### src/hw/rtl/drc_pkg.sv
// Shared types, constants and helpers of the disjoint range coalescer.
// Used by the channel interfaces and every module of the block.
`timescale 1ns / 1ps

package drc_pkg;

  // Table geometry and value width.
  localparam int MAX_RANGES = 16;
  localparam int VALUE_BITS = 16;
  localparam int FIELD_W    = 16;
  localparam int IDX_W      = (MAX_RANGES > 1) ? $clog2(MAX_RANGES) : 1;
  localparam int CNT_W      = $clog2(MAX_RANGES + 1);

  typedef logic [VALUE_BITS-1:0] val_t;
  typedef logic [FIELD_W-1:0]    field_t;
  typedef logic [IDX_W-1:0]      idx_t;
  typedef logic [CNT_W-1:0]      cnt_t;

  typedef enum logic {
    OP_ADD  = 1'b0,
    OP_DUMP = 1'b1
  } opcode_t;

  typedef enum logic [2:0] {
    ST_NEW     = 3'd0,
    ST_LEFT    = 3'd1,
    ST_RIGHT   = 3'd2,
    ST_BRIDGE  = 3'd3,
    ST_COVERED = 3'd4,
    ST_FULL    = 3'd5,
    ST_REPORT  = 3'd6,
    ST_EMPTY   = 3'd7
  } status_t;

  // One stored range, inclusive bounds.
  typedef struct packed {
    val_t lo;
    val_t hi;
  } range_t;

  // Request to the range memory: one write and one read per cycle.
  typedef struct packed {
    logic   we;
    idx_t   waddr;
    range_t wdata;
    idx_t   raddr;
  } mem_req_t;

  // Flags of the shared compare unit, a against b.
  typedef struct packed {
    logic le;       // a <= b
    logic ge;       // a >= b
    logic inc_eq;   // a + 1 == b
    logic eq_inc;   // a == b + 1
  } cmp_res_t;

  typedef enum logic [3:0] {
    S_IDLE,
    S_SCAN,
    S_CHK_PREV,
    S_CHK_NEXT,
    S_SHDN,
    S_SHUP,
    S_INS,
    S_EMIT,
    S_DUMP_OUT
  } state_t;

  // Keep the low VALUE_BITS bits of an input field.
  function automatic val_t from_field(field_t f);
    logic [VALUE_BITS+FIELD_W-1:0] t;
    t = {{VALUE_BITS{1'b0}}, f};
    return t[VALUE_BITS-1:0];
  endfunction

  // Fit a stored value into an output field.
  function automatic field_t to_field(val_t v);
    logic [VALUE_BITS+FIELD_W-1:0] t;
    t = {{FIELD_W{1'b0}}, v};
    return t[FIELD_W-1:0];
  endfunction

endpackage

### src/hw/rtl/drc_if.sv
// Valid/ready channel interfaces for the input items and the results.
// Depends on drc_pkg for the opcode and status types.
`timescale 1ns / 1ps

interface drc_in_if import drc_pkg::*; ();
  logic    valid;
  logic    ready;
  opcode_t opcode;
  field_t  value;

  modport source (output valid, opcode, value, input ready);
  modport sink   (input valid, opcode, value, output ready);
endinterface

interface drc_out_if import drc_pkg::*; ();
  logic    valid;
  logic    ready;
  status_t status;
  field_t  range_first;
  field_t  range_final;
  logic    last_of_run;

  modport source (output valid, status, range_first, range_final, last_of_run, input ready);
  modport sink   (input valid, status, range_first, range_final, last_of_run, output ready);
endinterface

### src/hw/rtl/drc_mem.sv
// Range table storage: one write port and one registered read port.
// Depends on drc_pkg for the entry and request types.
`timescale 1ns / 1ps

module drc_mem import drc_pkg::*; (
  input  logic     clk,
  input  mem_req_t req,
  output range_t   rdata
);

  range_t mem [MAX_RANGES];

  // Write and read in the same cycle; the read returns the old contents.
  always_ff @(posedge clk) begin
    if (req.we) begin
      mem[req.waddr] <= req.wdata;
    end
    rdata <= mem[req.raddr];
  end

endmodule

### src/hw/rtl/drc_cmp.sv
// Shared compare unit of the coalescer: order and adjacency of two values.
// Depends on drc_pkg for the value and flag types.
`timescale 1ns / 1ps

module drc_cmp import drc_pkg::*; (
  input  val_t     a,
  input  val_t     b,
  output cmp_res_t res
);

  logic [VALUE_BITS:0] a_inc;
  logic [VALUE_BITS:0] b_inc;

  // Adjacency is checked one bit wider so the top value does not wrap.
  assign a_inc = {1'b0, a} + 1'b1;
  assign b_inc = {1'b0, b} + 1'b1;

  assign res.le     = (a <= b);
  assign res.ge     = (a >= b);
  assign res.inc_eq = (a_inc == {1'b0, b});
  assign res.eq_inc = ({1'b0, a} == b_inc);

endmodule

### src/hw/rtl/disjoint_range_coalescer.sv
// Top level of the disjoint range coalescer: sequencer and result register.
// Depends on drc_pkg, drc_if, drc_mem and drc_cmp.
`timescale 1ns / 1ps
//
// The block keeps a sorted table of disjoint inclusive ranges in a small
// single-port-write memory. Items arrive on in_ch (opcode, value); results
// leave on out_ch (status, range_first, range_final, last_of_run). Both
// channels transfer when valid and ready are high at a rising clock edge.
// in_ch.ready is high only while the sequencer is idle, so one item is
// worked on at a time.
// An add walks the table one entry per cycle (every entry that starts at or
// below the value, plus the entry that stops the walk), classifies the value
// with the shared compare unit in S_CHK_PREV and S_CHK_NEXT, then moves
// entries in S_SHUP for an insert or in S_SHDN for a bridge, writes the new
// entry in S_INS and loads the result in S_EMIT, which waits while the output
// register is still full; the sequencer then returns to S_IDLE for the next item.
// A dump issues one result per cycle while out_ch.ready is high, one
// memory read per result. The pace is set by the memory's single read port.
// A result waits in the output register while the receiver stalls; the
// sequencer holds only while it has a further result to load. Synchronous
// reset empties the table (count to zero) at once; no clearing pass is needed.

module disjoint_range_coalescer import drc_pkg::*; (
  input logic         clk,
  input logic         rst_n,
  drc_in_if.sink      in_ch,
  drc_out_if.source   out_ch
);

  state_t   state_r, state_nxt;
  cnt_t     count_r, count_nxt;
  cnt_t     p_r, p_nxt;
  cnt_t     idx_r, idx_nxt;
  val_t     value_r, value_nxt;
  range_t   prev_r, prev_nxt;
  range_t   next_r, next_nxt;
  logic     has_prev_r, has_prev_nxt;
  logic     has_next_r, has_next_nxt;
  logic     tl_r, tl_nxt;
  status_t  res_status_r, res_status_nxt;
  val_t     res_lo_r, res_lo_nxt;
  val_t     res_hi_r, res_hi_nxt;

  logic     out_valid_r;
  status_t  out_status_r;
  field_t   out_first_r;
  field_t   out_final_r;
  logic     out_last_r;

  logic     out_load;
  status_t  load_status;
  val_t     load_lo;
  val_t     load_hi;
  logic     load_last;

  mem_req_t mem_req;
  range_t   rdata;
  val_t     cmp_a;
  cmp_res_t cmp_res;

  logic     in_fire;
  logic     out_free;
  logic     last_scan;
  logic     covered;
  logic     touch_right;
  logic     full;
  logic     shdn_none;
  logic     dump_last;

  cnt_t     p_inc, p_dec, idx_inc, idx_inc2, idx_dec, idx_dec2, cnt_dec, cnt_inc;

  // Storage and the shared compare unit.
  drc_mem u_mem (
    .clk   (clk),
    .req   (mem_req),
    .rdata (rdata)
  );

  drc_cmp u_cmp (
    .a   (cmp_a),
    .b   (value_r),
    .res (cmp_res)
  );

  // Compare operand follows the sequencer step.
  always_comb begin
    unique case (state_r)
      S_SCAN:     cmp_a = rdata.lo;
      S_CHK_PREV: cmp_a = prev_r.hi;
      default:    cmp_a = next_r.lo;
    endcase
  end

  // Index arithmetic shared by both combinational blocks.
  assign p_inc    = cnt_t'(p_r + 1'b1);
  assign p_dec    = cnt_t'(p_r - 1'b1);
  assign idx_inc  = cnt_t'(idx_r + 1'b1);
  assign idx_inc2 = cnt_t'(idx_r + 2'd2);
  assign idx_dec  = cnt_t'(idx_r - 1'b1);
  assign idx_dec2 = cnt_t'(idx_r - 2'd2);
  assign cnt_dec  = cnt_t'(count_r - 1'b1);
  assign cnt_inc  = cnt_t'(count_r + 1'b1);

  assign in_fire     = in_ch.valid && in_ch.ready;
  assign out_free    = !out_valid_r || out_ch.ready;
  assign last_scan   = (p_inc == count_r);
  assign covered     = has_prev_r && cmp_res.ge;
  assign touch_right = has_next_r && cmp_res.eq_inc;
  assign full        = (count_r == cnt_t'(MAX_RANGES));
  assign shdn_none   = (p_inc == count_r);
  assign dump_last   = (idx_inc == count_r);

  assign in_ch.ready = (state_r == S_IDLE);

  // Next-state logic of the sequencer.
  always_comb begin
    state_nxt = state_r;
    unique case (state_r)
      S_IDLE: begin
        if (in_fire) begin
          if (in_ch.opcode == OP_DUMP) begin
            state_nxt = (count_r == '0) ? S_EMIT : S_DUMP_OUT;
          end else begin
            state_nxt = (count_r == '0) ? S_CHK_PREV : S_SCAN;
          end
        end
      end
      S_SCAN: begin
        if (!cmp_res.le || last_scan) begin
          state_nxt = S_CHK_PREV;
        end
      end
      S_CHK_PREV: state_nxt = covered ? S_EMIT : S_CHK_NEXT;
      S_CHK_NEXT: begin
        if (tl_r && touch_right) begin
          state_nxt = shdn_none ? S_EMIT : S_SHDN;
        end else if (tl_r || touch_right || full) begin
          state_nxt = S_EMIT;
        end else begin
          state_nxt = (p_r == count_r) ? S_INS : S_SHUP;
        end
      end
      S_SHDN: begin
        if (idx_inc2 == count_r) begin
          state_nxt = S_EMIT;
        end
      end
      S_SHUP: begin
        if (idx_dec == p_r) begin
          state_nxt = S_INS;
        end
      end
      S_INS: state_nxt = S_EMIT;
      S_EMIT: begin
        if (out_free) begin
          state_nxt = S_IDLE;
        end
      end
      S_DUMP_OUT: begin
        if (out_free && dump_last) begin
          state_nxt = S_IDLE;
        end
      end
      default: state_nxt = S_IDLE;
    endcase
  end

  // Datapath control: memory requests, table bookkeeping and result loads.
  always_comb begin
    count_nxt      = count_r;
    p_nxt          = p_r;
    idx_nxt        = idx_r;
    value_nxt      = value_r;
    prev_nxt       = prev_r;
    next_nxt       = next_r;
    has_prev_nxt   = has_prev_r;
    has_next_nxt   = has_next_r;
    tl_nxt         = tl_r;
    res_status_nxt = res_status_r;
    res_lo_nxt     = res_lo_r;
    res_hi_nxt     = res_hi_r;
    mem_req.we     = 1'b0;
    mem_req.waddr  = idx_r[IDX_W-1:0];
    mem_req.wdata  = rdata;
    mem_req.raddr  = idx_r[IDX_W-1:0];
    out_load       = 1'b0;
    load_status    = res_status_r;
    load_lo        = res_lo_r;
    load_hi        = res_hi_r;
    load_last      = 1'b1;
    unique case (state_r)
      S_IDLE: begin
        mem_req.raddr = '0;
        if (in_fire) begin
          value_nxt    = from_field(in_ch.value);
          p_nxt        = '0;
          idx_nxt      = '0;
          has_prev_nxt = 1'b0;
          has_next_nxt = 1'b0;
          res_status_nxt = ST_EMPTY;
          res_lo_nxt   = '0;
          res_hi_nxt   = '0;
        end
      end
      // Walk entries until the first start above the value.
      S_SCAN: begin
        if (cmp_res.le) begin
          prev_nxt      = rdata;
          has_prev_nxt  = 1'b1;
          p_nxt         = p_inc;
          mem_req.raddr = p_inc[IDX_W-1:0];
        end else begin
          next_nxt     = rdata;
          has_next_nxt = 1'b1;
        end
      end
      S_CHK_PREV: begin
        if (covered) begin
          res_status_nxt = ST_COVERED;
          res_lo_nxt     = prev_r.lo;
          res_hi_nxt     = prev_r.hi;
        end
        tl_nxt = has_prev_r && cmp_res.inc_eq;
      end
      S_CHK_NEXT: begin
        if (tl_r && touch_right) begin
          mem_req.we     = 1'b1;
          mem_req.waddr  = p_dec[IDX_W-1:0];
          mem_req.wdata  = '{lo: prev_r.lo, hi: next_r.hi};
          res_status_nxt = ST_BRIDGE;
          res_lo_nxt     = prev_r.lo;
          res_hi_nxt     = next_r.hi;
          idx_nxt        = p_r;
          mem_req.raddr  = p_inc[IDX_W-1:0];
          if (shdn_none) begin
            count_nxt = cnt_dec;
          end
        end else if (tl_r) begin
          mem_req.we     = 1'b1;
          mem_req.waddr  = p_dec[IDX_W-1:0];
          mem_req.wdata  = '{lo: prev_r.lo, hi: value_r};
          res_status_nxt = ST_LEFT;
          res_lo_nxt     = prev_r.lo;
          res_hi_nxt     = value_r;
        end else if (touch_right) begin
          mem_req.we     = 1'b1;
          mem_req.waddr  = p_r[IDX_W-1:0];
          mem_req.wdata  = '{lo: value_r, hi: next_r.hi};
          res_status_nxt = ST_RIGHT;
          res_lo_nxt     = value_r;
          res_hi_nxt     = next_r.hi;
        end else if (full) begin
          res_status_nxt = ST_FULL;
          res_lo_nxt     = value_r;
          res_hi_nxt     = value_r;
        end else begin
          res_status_nxt = ST_NEW;
          res_lo_nxt     = value_r;
          res_hi_nxt     = value_r;
          idx_nxt        = count_r;
          mem_req.raddr  = cnt_dec[IDX_W-1:0];
        end
      end
      // Close the gap left by the absorbed right range.
      S_SHDN: begin
        mem_req.we    = 1'b1;
        mem_req.waddr = idx_r[IDX_W-1:0];
        mem_req.wdata = rdata;
        if (idx_inc2 == count_r) begin
          count_nxt = cnt_dec;
        end else begin
          idx_nxt       = idx_inc;
          mem_req.raddr = idx_inc2[IDX_W-1:0];
        end
      end
      // Open a slot for the new range, moving from the top down.
      S_SHUP: begin
        mem_req.we    = 1'b1;
        mem_req.waddr = idx_r[IDX_W-1:0];
        mem_req.wdata = rdata;
        idx_nxt       = idx_dec;
        mem_req.raddr = idx_dec2[IDX_W-1:0];
      end
      S_INS: begin
        mem_req.we    = 1'b1;
        mem_req.waddr = p_r[IDX_W-1:0];
        mem_req.wdata = '{lo: value_r, hi: value_r};
        count_nxt     = cnt_inc;
      end
      S_EMIT: begin
        out_load = out_free;
      end
      // One report per cycle; the read address stays put while stalled.
      S_DUMP_OUT: begin
        load_status = ST_REPORT;
        load_lo     = rdata.lo;
        load_hi     = rdata.hi;
        load_last   = dump_last;
        if (out_free) begin
          out_load      = 1'b1;
          idx_nxt       = idx_inc;
          mem_req.raddr = idx_inc[IDX_W-1:0];
        end
      end
      default: begin
        mem_req.raddr = '0;
      end
    endcase
  end

  // Control state.
  always_ff @(posedge clk) begin
    if (!rst_n) begin
      state_r <= S_IDLE;
      count_r <= '0;
    end else begin
      state_r <= state_nxt;
      count_r <= count_nxt;
    end
  end

  // Working registers of the current item.
  always_ff @(posedge clk) begin
    p_r          <= p_nxt;
    idx_r        <= idx_nxt;
    value_r      <= value_nxt;
    prev_r       <= prev_nxt;
    next_r       <= next_nxt;
    has_prev_r   <= has_prev_nxt;
    has_next_r   <= has_next_nxt;
    tl_r         <= tl_nxt;
    res_status_r <= res_status_nxt;
    res_lo_r     <= res_lo_nxt;
    res_hi_r     <= res_hi_nxt;
  end

  // Output register: holds a result until the receiver takes the transfer.
  always_ff @(posedge clk) begin
    if (!rst_n) begin
      out_valid_r <= 1'b0;
    end else if (out_load) begin
      out_valid_r <= 1'b1;
    end else if (out_ch.ready) begin
      out_valid_r <= 1'b0;
    end
  end

  always_ff @(posedge clk) begin
    if (out_load) begin
      out_status_r <= load_status;
      out_first_r  <= to_field(load_lo);
      out_final_r  <= to_field(load_hi);
      out_last_r   <= load_last;
    end
  end

  assign out_ch.valid       = out_valid_r;
  assign out_ch.status      = out_status_r;
  assign out_ch.range_first = out_first_r;
  assign out_ch.range_final = out_final_r;
  assign out_ch.last_of_run = out_last_r;

endmodule

### src/flat_wrapper.sv
// flat-port wrapper written by rule: the top's interface ports become plain ports
module disjoint_range_coalescer_flat import drc_pkg::*;
  (clk, rst_n, in_ch_valid, in_ch_opcode, in_ch_value, in_ch_ready, out_ch_valid, out_ch_status, out_ch_range_first, out_ch_range_final, out_ch_last_of_run, out_ch_ready);
  drc_in_if in_ch_i ();
  drc_out_if out_ch_i ();
  input logic clk;
  input logic rst_n;
  input wire logic [$bits(in_ch_i.valid)-1:0] in_ch_valid;
  input wire logic [$bits(in_ch_i.opcode)-1:0] in_ch_opcode;
  input wire logic [$bits(in_ch_i.value)-1:0] in_ch_value;
  output wire logic [$bits(in_ch_i.ready)-1:0] in_ch_ready;
  output wire logic [$bits(out_ch_i.valid)-1:0] out_ch_valid;
  output wire logic [$bits(out_ch_i.status)-1:0] out_ch_status;
  output wire logic [$bits(out_ch_i.range_first)-1:0] out_ch_range_first;
  output wire logic [$bits(out_ch_i.range_final)-1:0] out_ch_range_final;
  output wire logic [$bits(out_ch_i.last_of_run)-1:0] out_ch_last_of_run;
  input wire logic [$bits(out_ch_i.ready)-1:0] out_ch_ready;
  assign in_ch_i.valid = in_ch_valid;
  assign in_ch_i.opcode = in_ch_opcode;
  assign in_ch_i.value = in_ch_value;
  assign in_ch_ready = in_ch_i.ready;
  assign out_ch_valid = out_ch_i.valid;
  assign out_ch_status = out_ch_i.status;
  assign out_ch_range_first = out_ch_i.range_first;
  assign out_ch_range_final = out_ch_i.range_final;
  assign out_ch_last_of_run = out_ch_i.last_of_run;
  assign out_ch_i.ready = out_ch_ready;
  disjoint_range_coalescer u_core (.clk(clk), .rst_n(rst_n), .in_ch(in_ch_i), .out_ch(out_ch_i));
endmodule
### config.mk
export PLATFORM = sky130hd
export DESIGN_NAME = disjoint_range_coalescer_flat
export DESIGN_NICKNAME = d
export VERILOG_FILES = /design/src/hw/rtl/drc_pkg.sv /design/src/hw/rtl/drc_if.sv /design/src/hw/rtl/drc_mem.sv /design/src/hw/rtl/drc_cmp.sv /design/src/hw/rtl/disjoint_range_coalescer.sv /design/src/flat_wrapper.sv
export SDC_FILE = /design/constraint.sdc
export NUM_CORES = 1
export LEC_CHECK = 0
export ABC_AREA = 0
export BUFFER_PORTS_ARGS = -buffer_cell sky130_fd_sc_hd__buf_4
export CAP_MARGIN = 20
export CORE_MARGIN = 5
export CORE_UTILIZATION = 46
export CTS_BUF_LIST = sky130_fd_sc_hd__clkbuf_4 sky130_fd_sc_hd__clkbuf_8 sky130_fd_sc_hd__clkbuf_16
export CTS_CLUSTER_SIZE = 16
export DETAILED_ROUTE_END_ITERATION = 8
export SLEW_MARGIN = 20
export SYNTH_ARGS = -nofsm -noshare
export SYNTH_HDL_FRONTEND = slang
export SYNTH_SLANG_ARGS = --single-unit
### constraint.sdc
create_clock -name clk -period 8 [get_ports clk]
set_input_delay 0.8 -clock clk [delete_from_list [all_inputs] [get_ports clk]]
set_output_delay 0.8 -clock clk [all_outputs]
set_load 0.05 [all_outputs]
# ---- Yosys cells after proc, flatten, opt, wreduce, memory -nomap -nowiden
# Memories as Yosys holds them, arrays and structs flattened. A register that Yosys moved wholly into a read port is not among the register bits.
# Cells that the tools add are included.
dict set report op_classes {
  n_addsub 10
  order_cmp 2
  eq_ne 32
  mux 71
  bitwise 1
  n_reduce_logical 30
}
# op n
set ops {}
lappend ops {{$mux 16} 10}
lappend ops {{$pmux 37 s3} 1}
lappend ops {{$pmux 16 s3} 2}
lappend ops {{$mux 37} 2}
lappend ops {{$mux 4} 16}
lappend ops {{$mux 5} 11}
lappend ops {{$mux 41} 1}
lappend ops {{$pmux 4 s9} 1}
lappend ops {{$add 16x1->17 const B} 2}
lappend ops {{$pmux 16 s2} 1}
lappend ops {{$eq 5x5->1} 5}
lappend ops {{$pmux 5 s5} 1}
lappend ops {{$pmux 4 s6} 1}
lappend ops {{$mux 3} 7}
lappend ops {{$ne 2x1->1 const B} 10}
lappend ops {{$eq 16x17->1} 1}
lappend ops {{$eq 17x16->1} 1}
lappend ops {{$eq 4x3->1 const B} 4}
lappend ops {{$ge 16x16->1} 1}
lappend ops {{$le 16x16->1} 1}
lappend ops {{$add 5x1->5 const B} 3}
lappend ops {{$pmux 5 s3} 1}
lappend ops {{$pmux 5 s2} 1}
lappend ops {{$sub 5x1->5 const B} 2}
lappend ops {{other kinds (29)} 60}
dict set report totals {
  ff_bits 174
  mem_bits_rw 512
  output_inout_bits 38
  elab_cells 167
  n_memories 1
}
# memory words width rd rd_clocked_by_memory_dff wr line_no
set memory_table {}
lappend memory_table {u_core.u_mem.mem 16 32 1 1 1 drc_mem.sv:11} ;# range_t mem [MAX_RANGES];

# ---- Longest topological paths before layout
# Gate-level depths: netlist of run 1.
dict set report depth {
  word_depth 10
  depth_mapped 23
}

# ---- Modules after synthesis
# A second synthesis of run 1 with hierarchy kept.
dict set report hier_totals {
  hier_cells 1894
  hier_area_um2 30346.6
}
# mod instances cells_per_inst area_each_um2 seq_area_each_um2
set modules_own_cells {}
lappend modules_own_cells {drc_mem 1 838 19854.0 16015.4}
lappend modules_own_cells {disjoint_range_coalescer 1 845 9038.7 5124.9}
lappend modules_own_cells {drc_cmp 1 211 1453.9 0.0}

# ---- Worst setup path before layout of run 1
# OpenSTA, ideal clock, no wires.
dict set report synth_path {
  path_kind {reg2reg}
  from {register u_core.state_r[2]}
  to {memory u_core.u_mem.mem[2][0] (netlist name), enable pin}
  setup_ps 421
  t_arrival_ps 5182
  t_required_ps 7579
  setup_slack_ps 2397
  path_stages_with_launch 21
  path_buffers 3
  period_less_slack_ps 5603
  cell_sequence {dfxtp_1 > buf_2 > or4b_1 > buf_2 > inv_1 > a22oi_1 > nand2_1 > inv_1 > ha_1 > nand2b_1 > a21oi_1 > and3b_1 > nand4bb_1 > a2111oi_4 > and2_1 > buf_4 > o211ai_1 > and3_1 > o32a_1 > or2_1 > nor2_1}
}
dict set report synth_via {
  elab_chain_len 10
  word_cells_on_any_way 17
  cone_classes {eq/ne (7); mux (7); reduce/logical (3)}
}
# item line_no
set synth_rtl {}
lappend synth_rtl {{start: declaration} disjoint_range_coalescer.sv:30} ;# state_t state_r, state_nxt;
lappend synth_rtl {{start signal: assignment} disjoint_range_coalescer.sv:317} ;# state_r <= state_nxt;
lappend synth_rtl {{$eq 4x2->1 or $eq 4x1->1 (tied branches)} disjoint_range_coalescer.sv:87} ;# unique case (state_r)
lappend synth_rtl {{$pmux 16 s2} disjoint_range_coalescer.sv:87}
lappend synth_rtl {{$eq 16x17->1} drc_cmp.sv:21} ;# assign res.eq_inc = ({1'b0, a} == b_inc);
lappend synth_rtl {{$logic_and 1x1->1} disjoint_range_coalescer.sv:108} ;# assign touch_right = has_next_r && cmp_res.eq_inc;
lappend synth_rtl {{$mux 37} disjoint_range_coalescer.sv:245} ;# end else if (touch_right) begin
lappend synth_rtl {{$mux 37} disjoint_range_coalescer.sv:238} ;# end else if (tl_r) begin
lappend synth_rtl {{$mux 41} disjoint_range_coalescer.sv:226} ;# if (tl_r && touch_right) begin
lappend synth_rtl {{$pmux 37 s3 (*)} disjoint_range_coalescer.sv:191} ;# unique case (state_r)
lappend synth_rtl {{$mux 1} drc_mem.sv:15} ;# if (req.we) begin
lappend synth_rtl {{$mux 1 (implied by the code)} drc_mem.sv:16} ;# mem[req.waddr] <= req.wdata;
lappend synth_rtl {{end: declaration} drc_mem.sv:11}
# Every way passes the cells marked *; elsewhere a longest branch is shown, timed or not.

# ---- Worst setup path after layout of run 1
dict set report layout_path {
  from {register u_core.state_r[1]}
  to {memory u_core.u_mem.mem[4][18] (netlist name), enable pin}
}
# Same word-level chain as after synthesis.

==> results.toml, run 1 <==
[status]
outcome = "complete, no violations"

[clock_tree]
cts_sinks = 718
cts_buffers = 79
htree_levels = 3
postCtsSetupRepairBufs = 0
cts_resized = 0
clk_path_buf_depth = 3
path_clk_slew_ps = 60
cts_root_buffer = "clkbuf_16"
clk_latency_ps = 630
cts_tree = "yes"
ctsHoldBuffers = 0

[place]
numPortBuffers = 58
gp_congestion = 0.975
dp_hpwl_um = 58400
place_area_um2 = 33800
placed_cells = 3325

[finish]
nets = 2527
drive_above_1_share = 0.121
postLayoutCellArea_um2 = 36400
final_cells = 3466
n_antenna_cell = 0
syn_to_final_growth_pct = 13.6
layout.filler_cells = 5770

[drt]
antenna_left = 0
vias_per_cell = 5.98
vias = 20700
finalWirelength_um = 89900
wl_per_cell_um = 25.9
first_pass_iters = 6
drc = 0
drt-initial-drc-count = 2127

[floorplan]
initial_core_util = 0.465
ios = 59
die-area_um2 = 75000
die_x_um = 274
floorplan.core_area_um2 = 68800
rows = 96
die_y_um = 274

[global_routing]
grt_pass1_wl_um = 132000
antenna_found_initial = 2
grt_util_all_layers = 0.235
grt_max_degree = 108
grt_pass1_vias = 20100
grt.overflow.total = 0

[logic_synthesis]
synthDistinctLibCells = 83
synth_warnings = 0
synth_commonest_cells = "edfxtp_1 (676), nand2_1 (318), mux2i_1 (247)"
syn-instance-count = 2423
avgSynthCellArea_um2 = 13.2
synthTopCellsByArea = "edfxtp_1 (63%), mux2i_1 (7.7%), nand2_1 (3.7%)"
yosys_most_used_dff = "edfxtp_1"
synth_async_sr_flop_share = 0
syn_area_um2 = 32000
syn_nets = 2474
yosysSeqAreaShare = 0.660
synth_top_area_frac = 0.634
synth.most_common_cell = "edfxtp_1"
synth_edf_count = 676
synth-seq-cells = 718
synth_top_area_cell = "edfxtp_1"

[power]
power_density_nw_per_um2 = 484
irDropWorstVdd_v = 0.000466
cellLeakagePower_nw = 13.0

[sta]
skew_ps = 23.3
hold_ws_ps = 356
rsz0062_at_grt = "false"
period_minus_slack_ps = 6680
fin_setup_tns_ps = 0
finalHoldViolCount = 0
max_freq_mhz = 150
timing_worst_slew_pin_value_ps = 1070
setup-violations-final = 0
final_max_slew_viol_count = 0
min_period_over_period = 0.835
slew_headroom = 0.287

[hold_path]
hold_class = "in2reg"
hold_depth = 1

[job]
cap_violations = 0

[critical_path]
arrival_ps = 7000
crit_type = "reg2reg"
startpoint_type = "register"
cp_max_fo = 39
cp_data_required_time_ps = 8320
r2r_cells = 14
cp-end-kind = "register"
critical path, stage by stage, from the launching register on:
cell	delay, ps
dfxtp_2	710
buf_4	430
or4b_1	470
a21oi_1	330
nor3_1	210
a211o_1	300
or4b_4	530
a2111oi_4	470
buf_4	240
and2_2	310
o211ai_1	120
a222oi_1	650
nand2b_1	410
nor2_4	870
buf_4	300
power by group:
part	total [mW]	leakage (nW)	internal (mW)	switching (mW)
logic	7.95	5.19	2.85	5.09
registers	6.06	6.50	5.43	0.629
clock network	3.60	1.28	2.14	1.46
kinds of logic (layout without fill, tap and decap cells):
group                    after synthesis  count (layout)  share of synthesized area
flip-flops                           718             718                      0.660
adder cells (fa/ha/maj)               30              30                     0.0117
buffers and inverters                208             320                     0.0298
AND/OR/NAND/NOR                      646             646                     0.0917
multiplexers                         248             248                     0.0775
XOR/XNOR                              66              66                     0.0185
AO/OA/AOI/OAI                        507             507                      0.111
final cells by class:
class,instances,area (um^2),share of cell area
Tap cell,931,1160,0.0320
Clock buffer,96,2140,0.0588
Timing Repair Buffer,138,1210,0.0333
Multi-Input combinational cell,1497,10100,0.278
Inverter,42,158,0.00433
Clock inverter,44,448,0.0123
Sequential cell,718,21100,0.581
flip-flops by register name (all words and copies together), names as in the netlist, 4 cells and up:
register / flops
u_core.count_r: 5
u_core.out_ch.range_first: 16
u_core.p_r: 5
u_core.u_mem.mem: 512
u_core.res_hi_r: 16
u_core.out_ch.range_final: 16
u_core.value_r: 16
u_core.res_lo_r: 16
u_core.next_r: 32
u_core.u_mem.rdata: 32
u_core.idx_r: 5
u_core.state_r: 4
u_core.prev_r: 32
through the flow:
stage | power (mW) | util | worst slack [ps]
2_1_floorplan | 11.4 | - | 2400
3_3_place_gp | 13.9 | 0.491 | 1410
3_5_place_dp | 14.0 | 0.491 | 1360
4_1_cts | 17.6 | 0.528 | 1340
5_1_grt | 18.5 | 0.529 | 1000
6_report | 17.6 | 0.529 | 1320
layout by cell type, fill, tap and decap left out, types with 9 or more instances in the layout:
cell,Yosys,routed
a211oi_1,23,23
a21o_1,10,10
a21oi_1,156,155
a22o_1,74,74
a22oi_1,20,20
a31oi_1,13,13
a32oi_1,32,32
and2_1,15,14
and3_1,13,13
buf_12,0,14
buf_4,25,124
clkbuf_16,0,80
clkbuf_4,3,13
clkinv_1,1,20
clkinv_2,0,10
dfxtp_1,42,40
edfxtp_1,676,676
ha_1,30,30
inv_1,40,40
mux2i_1,247,247
nand2_1,318,318
nand2b_1,17,17
nand3_1,37,37
nand4_1,18,18
nor2_1,123,104
nor2_4,1,20
nor2b_1,19,19
nor3_1,23,23
nor4_1,15,15
o21a_1,10,9
o21ai_0,58,58
o221ai_1,36,36
or2_2,9,9
or3_1,9,9
xnor2_1,40,40
xor2_1,25,25
worst paths after layout:
path	end	slack (ps)	start
min	u_core.value_r[5]	360	in_ch_value[5]
max reg2reg	u_core.u_mem.mem[4][18]	1320	u_core.state_r[1]
max	u_core.u_mem.mem[4][18]	1320	u_core.state_r[1]
min reg2reg	u_core.out_ch.status[2]	510	u_core.res_status_r[2]
per-layer routing:
layer,track usage,wire length [um],vias up
li1,-,-,9313
met1,0.330,38700,10400
met2,0.379,42300,836
met3,0.0307,5670,171
met4,0.0835,3230,0
met5,0,0,-
No activity file was read; power rests on OpenSTA's default activity.
==> inputs of run 2 (changes only) <==
clock period = 6.7 ns   (was 8 ns; I/O delays follow)
==> run 2 against run 1 <==
  * Clock-buffer cell count decreased by 1
  * Non-clock buffer count increased by 19
  * First-iteration DRC count decreased by 0.71%
  * Power increased by 21%
  * Combinational power increased by 24%
  * Worst setup slack got worse by 670 ps
  * Sequential share of layout area decreased by 0.49 points
  * Global-route usage increased by 0.71 points
  * Register-to-register slack got worse by 670 ps
  * Final cell count increased by 0.61%
  * Critical endpoint is now u_core.u_mem.rdata[3]
==> results.toml, run 2 (synthesis gave the netlist of run 1 again) <==
[global_routing]
grt_pass1_wl_um = 135000
grt.overflow.total = 0
antenna_found_initial = 1
grt_util_all_layers = 0.242
grt_pass1_vias = 20500
grt_max_degree = 75

[clock_tree]
clk_latency_ps = 630
postCtsSetupRepairBufs = 0
cts_tree = "yes"
ctsHoldBuffers = 0
cts_sinks = 718
clk_path_buf_depth = 3
htree_levels = 3
cts_resized = 0
cts_buffers = 78
path_clk_slew_ps = 60
cts_root_buffer = "clkbuf_16"

[critical_path]
arrival_ps = 6520
cp-end-kind = "register"
crit_start = "u_core.state_r[3]"
r2r_slack_ps = 650
cp_slowest_cell = "dfxtp_1"
max_stage_delay_ps = 760
r2r_end = "u_core.u_mem.rdata[3]"
r2r_cells = 18
cp_data_required_time_ps = 7170
crit_type = "reg2reg"
crit_path_frequent_cell = "buf_12"
r2r-start = "u_core.state_r[3]"
endpoint = "u_core.u_mem.rdata[3]"
cp_max_fo = 54
startpoint_type = "register"
crit_chain = "or4b_1, inv_1, nor2_1, o2bb2ai_1, ha_1, a21oi_1, nor2b_1, o31ai_1, a22oi_1, a2111oi_0, o22ai_1, a311oi_4, buf_12, buf_12, mux2i_1, nand2_1, a32oi_1, o221ai_1"

[sta]
timing_worst_slew_pin_value_ps = 1080
final_max_slew_viol_count = 0
finalHoldViolCount = 0
skew_ps = 21.0
rsz0062_at_grt = "false"
fin_setup_tns_ps = 0
max_freq_mhz = 165
slew_headroom = 0.280
period_minus_slack_ps = 6050
hold_ws_ps = 215
min_period_over_period = 0.903
setup-violations-final = 0

[finish]
final_common_cell = "edfxtp_1"
layout.filler_cells = 5756
drive_above_1_share = 0.131
final_cell_mix = "edfxtp_1 (676), nand2_1 (318), mux2i_1 (247)"
syn_to_final_growth_pct = 14.6
largest_register = "u_core.u_mem.mem"
largest_reg_flops = 512
postLayoutCellArea_um2 = 36700
regArea_um2 = 21100
nets = 2545
n_antenna_cell = 0
multi_input_area_um2 = 10100

[job]
cap_violations = 0

[floorplan]
floorplan.core_area_um2 = 68800
rows = 96
die-area_um2 = 75000
die_y_um = 274
initial_core_util = 0.465
ios = 59
die_x_um = 274

[place]
gp_congestion = 0.941
place_area_um2 = 34100
numPortBuffers = 58
dp_hpwl_um = 57400

[drt]
vias = 20900
wl_per_cell_um = 26.5
finalWirelength_um = 92300
first_pass_iters = 5
drt-initial-drc-count = 2112
vias_per_cell = 5.99
antenna_left = 0
drc = 0

[power]
irDropWorstVdd_v = 0.000590
power_density_nw_per_um2 = 582
cellLeakagePower_nw = 13.1

[hold_path]
hold_class = "in2reg"

[status]
outcome = "complete, no violations"
## run 2: changes by cell type in the layout (fill, tap and decap cells not counted), sizes merged
cell,previous run,this run
buf,138,157
clkinvlp,1,3
clkinv,34,35
clkbuf,96,95
## run 2: how the worst min path moves through the flow
stage                           startpoint                       to  slack [ps]  depth (start not counted)
floorplan           u_core.u_mem.rdata[13]        u_core.next_r[13]         450                          0
global placement    u_core.res_status_r[1]  u_core.out_ch.status[1]         490                          1
CTS                         in_ch_value[2]        u_core.value_r[2]         180                          1
global route                in_ch_value[0]        u_core.value_r[0]         190                          1
detailed placement  u_core.res_status_r[1]  u_core.out_ch.status[1]         490                          1
finish                      in_ch_value[2]        u_core.value_r[2]         220                          1
## run 2: worst max-delay path: cells and delay by family, from the launching register on
family,cells,cell delay [ps]
and+or+nand+nor,4,940
DFF,1,760
AOI/OAI and AO/OA,9,2570
muxes,1,240
adders and majority gates,1,350
buffers and inverters,3,940
## run 2: area by class of cell
type / instances / share of cell area
clock buffers: 95 / 0.0580
clock inverters: 47 / 0.0133
inverters: 42 / 0.00430
multi-input cells: 1497 / 0.276
flip-flops and latches: 718 / 0.576
well taps: 931 / 0.0317
repair buffers: 157 / 0.0406
## run 2: power by group
part | internal, mW | total [mW] | switching, mW
Sequential | 6.48 | 7.20 | 0.727
Combinational | 3.60 | 9.82 | 6.22
Clock | 2.55 | 4.33 | 1.78
## run 2: metal layers
metal	vias up	wire length, um	GRT usage	part of all wire
li1	9353	-	-	-
met5	-	13	0	0.00014
met1	10500	39100	0.333	0.42
met4	2	3520	0.0877	0.038
met2	845	43000	0.388	0.47
met3	181	6630	0.0425	0.072
## run 2: per-stage QoR
| step | power [mW] | worst slack (ps) | instances | util |
|---|---|---|---|---|
| 2_1_floorplan | 13.6 | 1100 | 2423 | - |
| 3_3_place_gp | 16.8 | 903 | 3345 | 0.495 |
| 3_5_place_dp | 17.0 | 752 | 3345 | 0.495 |
| 4_1_cts | 21.4 | 719 | 3487 | 0.533 |
| 5_1_grt | 22.4 | 261 | 3487 | 0.533 |
| 6_report | 21.4 | 649 | 3487 | 0.533 |
==> inputs of run 3 (changes only) <==
CORE_UTILIZATION = 61   (was 46)
PLACE_DENSITY_LB_ADDON = 0.3   (was default)
SYNTH_HIERARCHICAL = 1   (was default)
==> run 3 against run 2 <==
  * Global-route usage grew 4.9 points
  * Highest routed layer is now met4
  * Combinational power fell by 30%
  * Power decreased by 16%
  * Critical endpoint is now u_core/u_mem/mem[1][25]
  * Critical path depth rose by 2
  * Routed wire length fell by 15%
  * Critical path type unchanged
==> results.toml, run 3 <==
[floorplan]
floorplan.core_area_um2 = 49100
initial_core_util = 0.619
rows = 81
ios = 59
die-area_um2 = 54300
die_y_um = 233
die_x_um = 233

[drt]
first_pass_iters = 9
drc = 0
antenna_left = 0
vias_per_cell = 6.82
vias = 18400
drt-initial-drc-count = 2919
wl_per_cell_um = 29.2
finalWirelength_um = 78800

[place]
placed_cells = 2559
place_area_um2 = 31800
dp_hpwl_um = 47100
numPortBuffers = 58
gp_congestion = 0.939
dp_slack_ps = -333

[critical_path]
r2r_end = "u_core/u_mem/mem[1][25]"
cp-end-kind = "register"
cp_max_fo = 21
cp_data_required_time_ps = 7000
crit_type = "reg2reg"
cp_slowest_cell = "or3b_2"
startpoint_type = "register"
r2r_cells = 20
crit_buf_inv = 4
r2r_slack_ps = 440
max_stage_delay_ps = 650
arrival_ps = 6560
r2r-start = "u_core/state_r[1]"
crit_chain = "nand2b_1, nand2b_1, inv_1, buf_4, a22oi_1, nand2_1, xnor2_1, or3_1, a2111oi_2, o211ai_1, nor4_4, buf_4, and2_2, o21ai_1, a21o_1, nand2_1, o311ai_2, or3b_2, nor2_4, buf_12"
cp_top_family = "simple AND/OR/NAND/NOR gates"

[hold_path]
hold_depth = 1
min_to = "u_core/value_r[7]"
hold_start = "in_ch_value[7]"
hold_class = "in2reg"

[clock_tree]
htree_levels = 3
clk_path_buf_depth = 3
cts_sinks = 718
ctsHoldBuffers = 0
cts_buffers = 70
cts_root_buffer = "clkbuf_16"
clk_latency_ps = 600
cts_tree = "yes"
path_clk_slew_ps = 60

[sta]
period_minus_slack_ps = 6260
fin_ws_ps = 439
timing_worst_slew_pin_value_ps = 968
setup-violations-final = 0
rsz0062_at_grt = "false"
max_freq_mhz = 160
slew_headroom = 0.349
min_period_over_period = 0.934
skew_ps = 20.0
final_max_slew_viol_count = 0
finalHoldViolCount = 0

[global_routing]
grt_pass1_wl_um = 116000
grt_util_all_layers = 0.290
grt.overflow.total = 0
grt_max_degree = 129
antenna_found_initial = 0
grt_pass1_vias = 18100

[logic_synthesis]
synth.most_common_cell = "edfxtp_1"
post_synth_mux_area_share = 0.103
synthDistinctLibCells = 82
avgSynthCellArea_um2 = 16.0
synth_top_family_by_area = "multiplexers"
synth-seq-cells = 718
synth_edf_count = 676
syn-instance-count = 1894
synth_async_sr_flop_share = 0
synth_compound_area_frac = 0.0719
yosys_most_used_dff = "edfxtp_1"
synthTopCellsByArea = "edfxtp_1 (67%), mux4_2 (9.5%), nand2_1 (3.1%)"
synth_warnings = 6
synth_top_area_cell = "edfxtp_1"
syn_nets = 1946
synth_top_area_frac = 0.669
syn_area_um2 = 30300
synthXorXnorAreaFrac = 0.0197
synth_fa_ha_area_frac = 0.0128
synth-simple-area-share = 0.0702
synth_commonest_cells = "edfxtp_1 (676), nand2_1 (250), mux4_2 (128)"
yosysSeqAreaShare = 0.697

[finish]
drive_above_1_share = 0.210
largest_register = "u_core/u_mem/mem"
fin_util = 0.700
final_common_cell = "edfxtp_1"
largest_reg_flops = 512
layout.filler_cells = 3102
syn_to_final_growth_pct = 13.1
final_cell_mix = "edfxtp_1 (676), nand2_1 (250), mux4_2 (128)"
nets = 2027
final_cells = 2696
postLayoutCellArea_um2 = 34300

[power]
p_clk_frac = 0.226
p_seq_frac = 0.393
swShare = 0.365
intPower_mw = 11.4
pwr-share-comb = 0.381
power_switching_mw = 6.56
cellLeakagePower_nw = 11.7
power_density_nw_per_um2 = 523
irDropWorstVdd_v = 0.000557

[job]
cap_violations = 0

[status]
outcome = "complete, no violations"
-- run 3: cell count changes in the layout (fill, tap and decap cells not counted), moves of 63 or more --
cell | previous run | this run
mux2i_1 | 247 | 19
a22oi_1 | 20 | 85
a22o_1 | 74 | 11
mux4_2 | 0 | 128
a21oi_1 | 155 | 30
nand2_1 | 318 | 250
-- run 3: power by group through the flow --
stage	Clock [mW]	Combinational (mW)	Sequential [mW]
2_1_floorplan	0	4.80	6.75
3_3_place_gp	0	6.41	7.07
3_5_place_dp	0	6.54	7.10
4_1_cts	4.10	6.64	7.02
5_1_grt	4.30	7.37	7.09
6_report	4.06	6.85	7.06
-- run 3: final cells by class --
| cell class | instances | area (um^2) | area share |
|---|---|---|---|
| Timing Repair Buffer | 124 | 1080 | 0.0314 |
| Clock inverter | 36 | 390 | 0.0114 |
| Antenna cell | 1 | 2.50 | 0.0000729 |
| Multi-Input combinational cell | 998 | 8630 | 0.252 |
| Clock buffer | 92 | 2010 | 0.0585 |
| Tap cell | 664 | 831 | 0.0242 |
| Inverter | 63 | 236 | 0.00689 |
| Sequential cell | 718 | 21100 | 0.616 |
-- run 3: metal layers --
layer  global-route usage  wire length, um  vias up
li1                     -                -     7601
met1                0.408            29300     9325
met2                0.462            37800     1303
met3               0.0602             8800      168
met4               0.0997             2860        0
met5                    0                0        -
-- run 3: metrics by stage --
step	total power, mW	TNS, ps	hold slack [ps]
final	18.0	0	248
after global routing	18.8	0	224
after CTS	17.8	0	223
after detailed placement	13.6	-65060	485
after global placement	13.5	-3810	482
after floorplan	11.6	-28740	446
-- run 3: repair_timing --
item,4_1_cts,5_1_grt
gates cloned,0,3
endpoints found under the setup margin,428,624
resized for setup,2,10
pin swaps,0,1
buffers inserted,0,4
-- run 3: logic make-up (layout without fill, tap and decap cells) --
kind of cell               count (synthesis)  count (layout)
AOI/OAI and AO/OA                        283             283
xor gates and xnor gates                  66              66
adders and majority gates                 31              31
buffers and inverters                    179             315
DFF                                      718             718
muxes                                    152             152
other                                      0               1
and+or+nand+nor                          465             466
-- run 3: worst max-delay path by stage --
| stage | depth (start not counted) | startpoint | end |
|---|---|---|---|
| after detailed placement | 17 | u_core/state_r[1] | u_core/u_mem/mem[15][9] |
| after CTS | 21 | u_core/state_r[1] | u_core/u_mem/rdata[18] |
| final | 20 | u_core/state_r[1] | u_core/u_mem/mem[1][25] |
| after global routing | 22 | u_core/state_r[1] | u_core/u_mem/rdata[23] |
| after global placement | 17 | u_core/state_r[1] | u_core/u_mem/mem[12][17] |
| after floorplan | 21 | u_core/state_r[3] | u_core/u_mem/mem[8][0] |
